## src/rtl/gauss_seidel_poisson_solver_assert.svh

```systemverilog
`ifndef GAUSS_SEIDEL_POISSON_SOLVER_ASSERT_SVH
`define GAUSS_SEIDEL_POISSON_SOLVER_ASSERT_SVH
// Assertion helpers; clock and reset are the module's clk and rst_n.
`define GSP_ASSERT_IMPL(label, pre, post, msg) \
    label: assert property (@(posedge clk) disable iff (!rst_n) (pre) |-> (post)) \
        else $error(msg);
`define GSP_ASSERT_NEXT(label, pre, post, msg) \
    label: assert property (@(posedge clk) disable iff (!rst_n) (pre) |=> (post)) \
        else $error(msg);
`endif

```

## src/rtl/gsp_pkg.sv

```systemverilog
package gsp_pkg;
    localparam int VB = 32;
    localparam logic [1:0] CMD_WRITE_U = 2'd0;
    localparam logic [1:0] CMD_WRITE_F = 2'd1;
    localparam logic [1:0] CMD_SOLVE   = 2'd2;
    localparam logic [1:0] CMD_READ_U  = 2'd3;
    localparam logic [1:0] REG_GRID_SIZE = 2'd0;
    localparam logic [1:0] REG_TOLERANCE = 2'd1;
    localparam logic [1:0] REG_STEP_SQ   = 2'd2;
    localparam logic [1:0] REG_SWEEP_LIM = 2'd3;
    localparam logic KIND_READ  = 1'b0;
    localparam logic KIND_SOLVE = 1'b1;

    typedef struct packed {
        logic [1:0] cmd;
        logic [5:0] row;
        logic [5:0] col;
        logic signed [31:0] value;
    } gsp_in_t;

    typedef struct packed {
        logic kind;
        logic signed [31:0] data;
        logic [15:0] sweeps;
        logic converged;
    } gsp_out_t;

    function automatic logic signed [31:0] sat_add(input logic signed [31:0] a,
                                                   input logic signed [31:0] b);
        logic signed [32:0] s;
        s = 33'(a) + 33'(b);
        if (s > 33'sd2147483647) return 32'sh7fffffff;
        if (s < -33'sd2147483648) return 32'sh80000000;
        return s[31:0];
    endfunction
endpackage

```

## src/rtl/gsp_update.sv

```systemverilog
// Point update: product and partial sum registered, rest combinational.
module gsp_update
    import gsp_pkg::*;
(
    input  logic               clk,
    input  logic        [16:0] step_sq,
    input  logic signed [31:0] f,
    input  logic signed [31:0] un,
    input  logic signed [31:0] us,
    input  logic signed [31:0] uw,
    input  logic signed [31:0] ue,
    input  logic signed [31:0] uo,
    output logic signed [31:0] nv,
    output logic        [32:0] delta
);
    logic [32:0] mag;
    logic [49:0] prod_full;
    logic [49:0] prod_reg;
    logic        fneg_reg;
    logic signed [31:0] s1_reg, s2_reg, old_reg;
    logic signed [31:0] p;
    logic signed [31:0] s;
    logic signed [32:0] dd;

    assign mag = f[31] ? (33'd0 - 33'(f)) : 33'(f);
    assign prod_full = (50'(mag) * 50'(step_sq)) >> 16;

    // saturating adds do not reassociate: accumulate north, south, west, east in order
    always_ff @(posedge clk)
    begin
        prod_reg <= prod_full;
        fneg_reg <= f[31];
        s1_reg   <= sat_add(sat_add(un, us), uw);
        s2_reg   <= ue;
        old_reg  <= uo;
    end

    always_comb
    begin
        if (fneg_reg)
            p = (prod_reg >= 50'h80000000) ? 32'sh80000000 : -$signed(prod_reg[31:0]);
        else
            p = (prod_reg >= 50'h80000000) ? 32'sh7fffffff : $signed(prod_reg[31:0]);
        s = sat_add(s1_reg, s2_reg);
        if (p == 32'sh80000000)
            s = sat_add(sat_add(s, 32'sh7fffffff), 32'sd1);
        else
            s = sat_add(s, -p);
        nv = s / 4;
        dd = 33'(nv) - 33'(old_reg);
        delta = dd[32] ? 33'(-dd) : 33'(dd);
    end
endmodule

```

## config.mk

```make
export PLATFORM = sky130hd
export DESIGN_NAME = gsp_update
export DESIGN_NICKNAME = d
export VERILOG_FILES = /design/src/rtl/gauss_seidel_poisson_solver_assert.svh /design/src/rtl/gsp_pkg.sv /design/src/rtl/gsp_update.sv
export SDC_FILE = /design/constraint.sdc
export NUM_CORES = 2
export LEC_CHECK = 0
export BUFFER_PORTS_ARGS = -buffer_cell sky130_fd_sc_hd__buf_4
export CORE_MARGIN = 1
export CORE_UTILIZATION = 55
export CTS_CLUSTER_DIAMETER = 40
export DETAILED_ROUTE_END_ITERATION = 8
export HOLD_SLACK_MARGIN = 0.1
export PLACE_DENSITY = 0.78
export SLEW_MARGIN = 20
export SYNTH_ARGS = -nofsm -noshare
export SYNTH_HDL_FRONTEND = slang
export SYNTH_SLANG_ARGS = --single-unit
```

## constraint.sdc

```tcl
create_clock -name clk -period 19.15 [get_ports clk]
set_clock_uncertainty 0.15 [all_clocks]
set_input_delay 3.83 -clock clk [delete_from_list [all_inputs] [get_ports clk]]
set_output_delay 3.83 -clock clk [all_outputs]
set_load 0.01 [all_outputs]
```

---- After elaboration in Yosys (flattened, before gate mapping) ----
Cells that the tools add are included.
Widths: inputs -> output; s select.
word-level totals
  output and inout port bits .............. 65
  word-level logic and storage cells ...... 89
  input port bits ......................... 210
  bits in registers ....................... 131
cells by class
  eq/ne operators ......................... 1
  magnitude comparators ................... 13
  bitwise logic cells ..................... 1
  mux-type cells .......................... 55
  multiply operators ...................... 1
  reductions and logical operators ........ 1
  add/subtract/negate cells ............... 12
operators by type and width
  cell                    number
  $mux 32                 29
  $gt 33x32->1 const B    6
  $lt 33x32->1 const B    6
  $add 32x32->33          4
  $mux 33                 2
  $neg 32->32             2
  $mul 33x17->50          1
  $ge 34x32->1 const B    1
  $add 32x2->33 const B   1
  $add 32x32->33 const B  1
  $neg 33->33             1
  $sub 1x32->33 const A   1
  $sub 32x32->33          1
  $add 32x1->32           1
  $eq 32x32->1 const B    1
  $mux 1                  24
  $reduce_or 2->1         1
  $and 1x1->1             1

---- Longest topological paths before layout ----
  depth in word-level cells ............... 30
  mapped depth ............................ 72
  gate-level depth less buffers ........... 64

---- Worst setup path before layout ----
OpenSTA, ideal clock, no wires.
  kind .................................... reg2out
  from .................................... register s1_reg[22]
  to ...................................... output delta[30]
  data required time ...................... 15.170 ns
  cell stages (with the launch flop) ...... 70
  setup slack ............................. 0.878 ns
  arrival time ............................ 14.292 ns
  buffers on the path ..................... 10
  path through ............................ dfxtp_1 ha_1 buf_4 a2111oi_4 o221ai_2 a41o_1 or2_4 o31a_4 a21oi_1 buf_2 buf_6 buf_6 maj3_1 o22ai_1 inv_1 ha_1 inv_1 a31oi_1 [... 34 more ...] a21oi_1 o21ai_0 a21oi_1 o21ai_0 a21o_1 a21oi_1 o21ai_0 a41o_1 o41a_1 a311o_1 a21oi_1 xnor2_1 or4b_2 nor2b_1 and3_1 nand2_1 o21ai_0 xor2_1
between the ends
  cells in the longest elaborated chain, start to end .. 28
  elaborated cells on any way between the ends .. 50
  classes of those cells .................. add/sub: 7; order compare: 8; mux: 33; bitwise: 1; reduce/logical: 1
RTL lines
  what                       RTL line          RTL
  start: declaration         gsp_update.sv:20  logic signed [31:0] s1_reg, s2_reg, old_reg;
  start signal: assignment   gsp_update.sv:33  s1_reg <= sat_add(sat_add(un, us), uw);
  $add 32x32->33 *           gsp_pkg.sv:31     s = 33'(a) + 33'(b);
  $lt 33x32->1               gsp_pkg.sv:33     if (s < -33'sd2147483648) return 32'sh80000000;
  $mux 1 (2 in series)       gsp_pkg.sv:33
  $mux 32                    gsp_pkg.sv:34     return s[31:0];
  $mux 32 *                  gsp_pkg.sv:33
  $add 32x32->33             gsp_pkg.sv:31
  $lt 33x32->1               gsp_pkg.sv:33
  $mux 1 (2 in series)       gsp_pkg.sv:33
  [... 11 more ...]          --
  $mux 32 *                  gsp_update.sv:45  if (p == 32'sh80000000)
  $reduce_or 2->1 (no line)  --
  $and 1x1->1 (no line)      --
  $add 32x1->32 (no line) *  --
  net nv[2]                  gsp_update.sv:13  output logic signed [31:0] nv,
  $sub 32x32->33 *           gsp_update.sv:50  dd = 33'(nv) - 33'(old_reg);
  $neg 33->33                gsp_update.sv:51  delta = dd[32] ? 33'(-dd) : 33'(dd);
  $mux 33 *                  gsp_update.sv:51
  end: declaration           gsp_update.sv:14  output logic [32:0] delta
The timed path passes the listed nets; every way through them passes the cells marked *. The select of a mux whose other input is x is not followed.

---- Worst setup path in the final report ----
  from .................................... register s2_reg[3]
  to ...................................... output delta[15]
between the ends
  cells in the longest elaborated chain, start to end .. 28
  elaborated cells on any way between the ends .. 50
  classes of those cells .................. add/sub: 7; order compare: 8; mux: 33; bitwise: 1; reduce/logical: 1
RTL lines
  what                       RTL line          RTL
  start: declaration         gsp_update.sv:20
  start signal: assignment   gsp_update.sv:34  s2_reg <= ue;
  $add 32x32->33 *           gsp_pkg.sv:31
  $lt 33x32->1               gsp_pkg.sv:33
  $mux 1 (2 in series)       gsp_pkg.sv:33
  $mux 32                    gsp_pkg.sv:34
  $mux 32 *                  gsp_pkg.sv:33
  $add 32x32->33             gsp_pkg.sv:31
  $lt 33x32->1               gsp_pkg.sv:33
  $mux 1 (2 in series)       gsp_pkg.sv:33
  [... 10 more ...]          --
  $mux 32                    gsp_pkg.sv:33
  $mux 32 *                  gsp_update.sv:45
  $reduce_or 2->1 (no line)  --
  $and 1x1->1 (no line)      --
  $add 32x1->32 (no line) *  --
  $sub 32x32->33 *           gsp_update.sv:50
  $neg 33->33                gsp_update.sv:51
  $mux 33 *                  gsp_update.sv:51
Mark *: on every way between the ends. The rest lies on a longest branch, timed or not. The select of a mux whose other input is x is not followed.

==> results.cfg <==
[final_layout]
syn2layout_area_growth_pct = 11.0
largest_register_ffs = 34
fill_cells = 5704
drive_gt1_frac = 0.112
nets = 5685

[floorplanning]
coreArea_um2 = 64500
die_width_um = 257
rows = 93
die_y_um = 257
initial_core_util = 0.557
ioPinCount = 275
die-area_um2 = 66300

[grt]
grt_pass1_wl_um = 175000
grt_max_degree = 43
grt_remaining_overflow = 0
antenna_found_initial = 8
first_global_vias = 33500
track_usage = 0.330

[cts]
cts_tree = yes
numCtsBuffers = 17
clk_pin_slew_ps = 70
cts_sinks = 131
clk_root_buffer_cell = clkbuf_16
htreeDepth = 4
clock_path_buffers = 2
hold_buffers = 0

[worst_setup_path]
cp_data_required_time_ps = 15170
cp_slowest_cell = or4_1
path_max_fanout = 22
start_kind = register
end_kind = primary output
crit_path_max_incr_delay_ps = 520
crit_arrival_ps = 14200
cpMostUsedCell = o21ai_0
crit_type = reg -> out

[synthesis]
synth_top_family_by_area = adder cells
synth-edff-count = 0
syn_area_um2 = 35900
syn_avg_cell_area_um2 = 7.90
synth-xor-area-share = 0.0762
ys_seq_elements = 131
synth-adder-area-share = 0.374
synth.yosys.seq_area_share = 0.0731
synthArstFlopShare = 0
ys_types = 111
muxShareOfSynthArea = 0.0113
synth_compound_area_frac = 0.170
ys_warn_count = 0
synth_flop_cell = dfxtp_1
synth-simple-area-share = 0.209
synthCells = 4543

[timing]
finalSetupViolCount = 0
finalSetupTns_ps = 0
tightest_slew_ps = 1150
min_period_ps = 18180
rsz0062_at_grt = no
max_freq_mhz = 55.0
fin_crit_sh = 0.949
relSlewSlack = 0.226
finalHoldViolCount = 0
slew_violations = 0

[outcome]
status = finished clean

[routing]
routedWlPerCell_um = 19.5
route.detailed.drc = 0
routed_wl_um = 109000
vias = 33900
postRouteAntennaNets = 0
dr.pass1.iters = 6
viasPerCell = 6.05
dr.first_iter.drc_count = 3200

[placed_design]
hpwl_um = 86900
port_buffers = 274
gp_congestion = 1.03

[job]
drv_cap = 0

[min_path]
hold_class = in -> reg
## what timing repair did
action	4_1_cts	5_1_grt
resized for setup	2	30
endpoints found under the setup margin	2	32
buffers inserted	1	11
pin swaps	1	11
endpoints found under the hold margin	0	0
## placed cells by master, fill, tap and decap left out, types with 33 or more instances in the layout
master	count
xor2_1	104
nor2_1	237
dfxtp_1	131
o21a_1	43
buf_4	352
and2_1	167
inv_1	603
maj3_1	52
a211oi_1	38
nand3_1	82
a21o_1	61
xnor2_1	185
or3_1	54
fa_1	467
nand2_1	612
nor3_1	111
nand2b_1	33
ha_1	280
o21ai_0	197
o31ai_1	37
a21oi_1	236
## layer usage
layer,wire length [um],vias up,global-route usage
met3,9330,330,0.0456
met4,4630,0,0.141
li1,-,15600,-
met2,51300,1699,0.544
met1,44200,16300,0.431
met5,0,-,0
## path summary, 6_finish.rpt
check | start | end | slack (ps) | depth (start not counted)
max | s2_reg[3] | delta[15] | 970 | 63
min | uo[9] | old_reg[9] | 3310 | 1
## worst max-delay path: cells and delay by family (launching register included)
kind	cells	cell delay, ps
xor gates and xnor gates	2	450
adders and majority gates	6	1860
AOI/OAI and AO/OA	30	6230
muxes	1	190
and+or+nand+nor	16	3340
buffers and inverters	8	1280
DFF	1	310
## kinds of logic (layout without fill, tap and decap cells)
| family | count (synthesis) | in the layout |
|---|---|---|
| adders and majority gates | 803 | 803 |
| DFF | 131 | 131 |
| muxes | 37 | 37 |
| xor gates and xnor gates | 312 | 312 |
| and+or+nand+nor | 1536 | 1536 |
| AOI/OAI and AO/OA | 912 | 912 |
| buffers and inverters | 810 | 990 |
| other | 2 | 25 |
## metrics by stage
| stage | hold WS, ps | cell area (um^2) | instances | setup WS [ps] | utilization |
|---|---|---|---|---|---|
| 2_1_floorplan | 3710 | 35900 | 4558 | 878 | - |
| 3_3_place_gp | 3780 | 38900 | 5549 | 741 | 0.604 |
| 3_5_place_dp | 3790 | 38900 | 5549 | 443 | 0.604 |
| 4_1_cts | 3270 | 39600 | 5582 | 111 | 0.614 |
| 5_1_grt | 3290 | 39800 | 5601 | 14.8 | 0.618 |
| 6_report | 3310 | 39800 | 5601 | 971 | 0.618 |
## Yosys cell counts, types with 33 or more instances
master      n  area [um^2]
nand2_1   613         2300
inv_1     604         2270
fa_1      467         9350
ha_1      283         3540
a21oi_1   239         1200
nor2_1    239          897
xnor2_1   206         1800
o21ai_0   199          996
clkbuf_1  177          664
and2_1    167         1040
dfxtp_1   131         2620
nor3_1    113          566
xor2_1    106          928
nand3_1    82          410
a21o_1     62          465
or3_1      54          338
maj3_1     52          521
o21a_1     43          323
a211oi_1   39          293
o31ai_1    37          278
nand2b_1   33          206
## layout make-up
| type | instances | area, um^2 | share of cell area |
|---|---|---|---|
| Multi-Input combinational cell | 3617 | 30500 | 0.767 |
| Timing Repair Buffer | 352 | 2640 | 0.0664 |
| Sequential cell | 131 | 2620 | 0.0659 |
| Inverter | 606 | 2270 | 0.0571 |
| Tap cell | 855 | 1070 | 0.0269 |
| Clock buffer | 19 | 433 | 0.0109 |
| Clock inverter | 13 | 199 | 0.00500 |
| Antenna cell | 8 | 20.0 | 0.000503 |
Power is left out: the tool's default activity adds up to more than one toggle a clock period on the data nets, which glitch-free logic cannot reach.
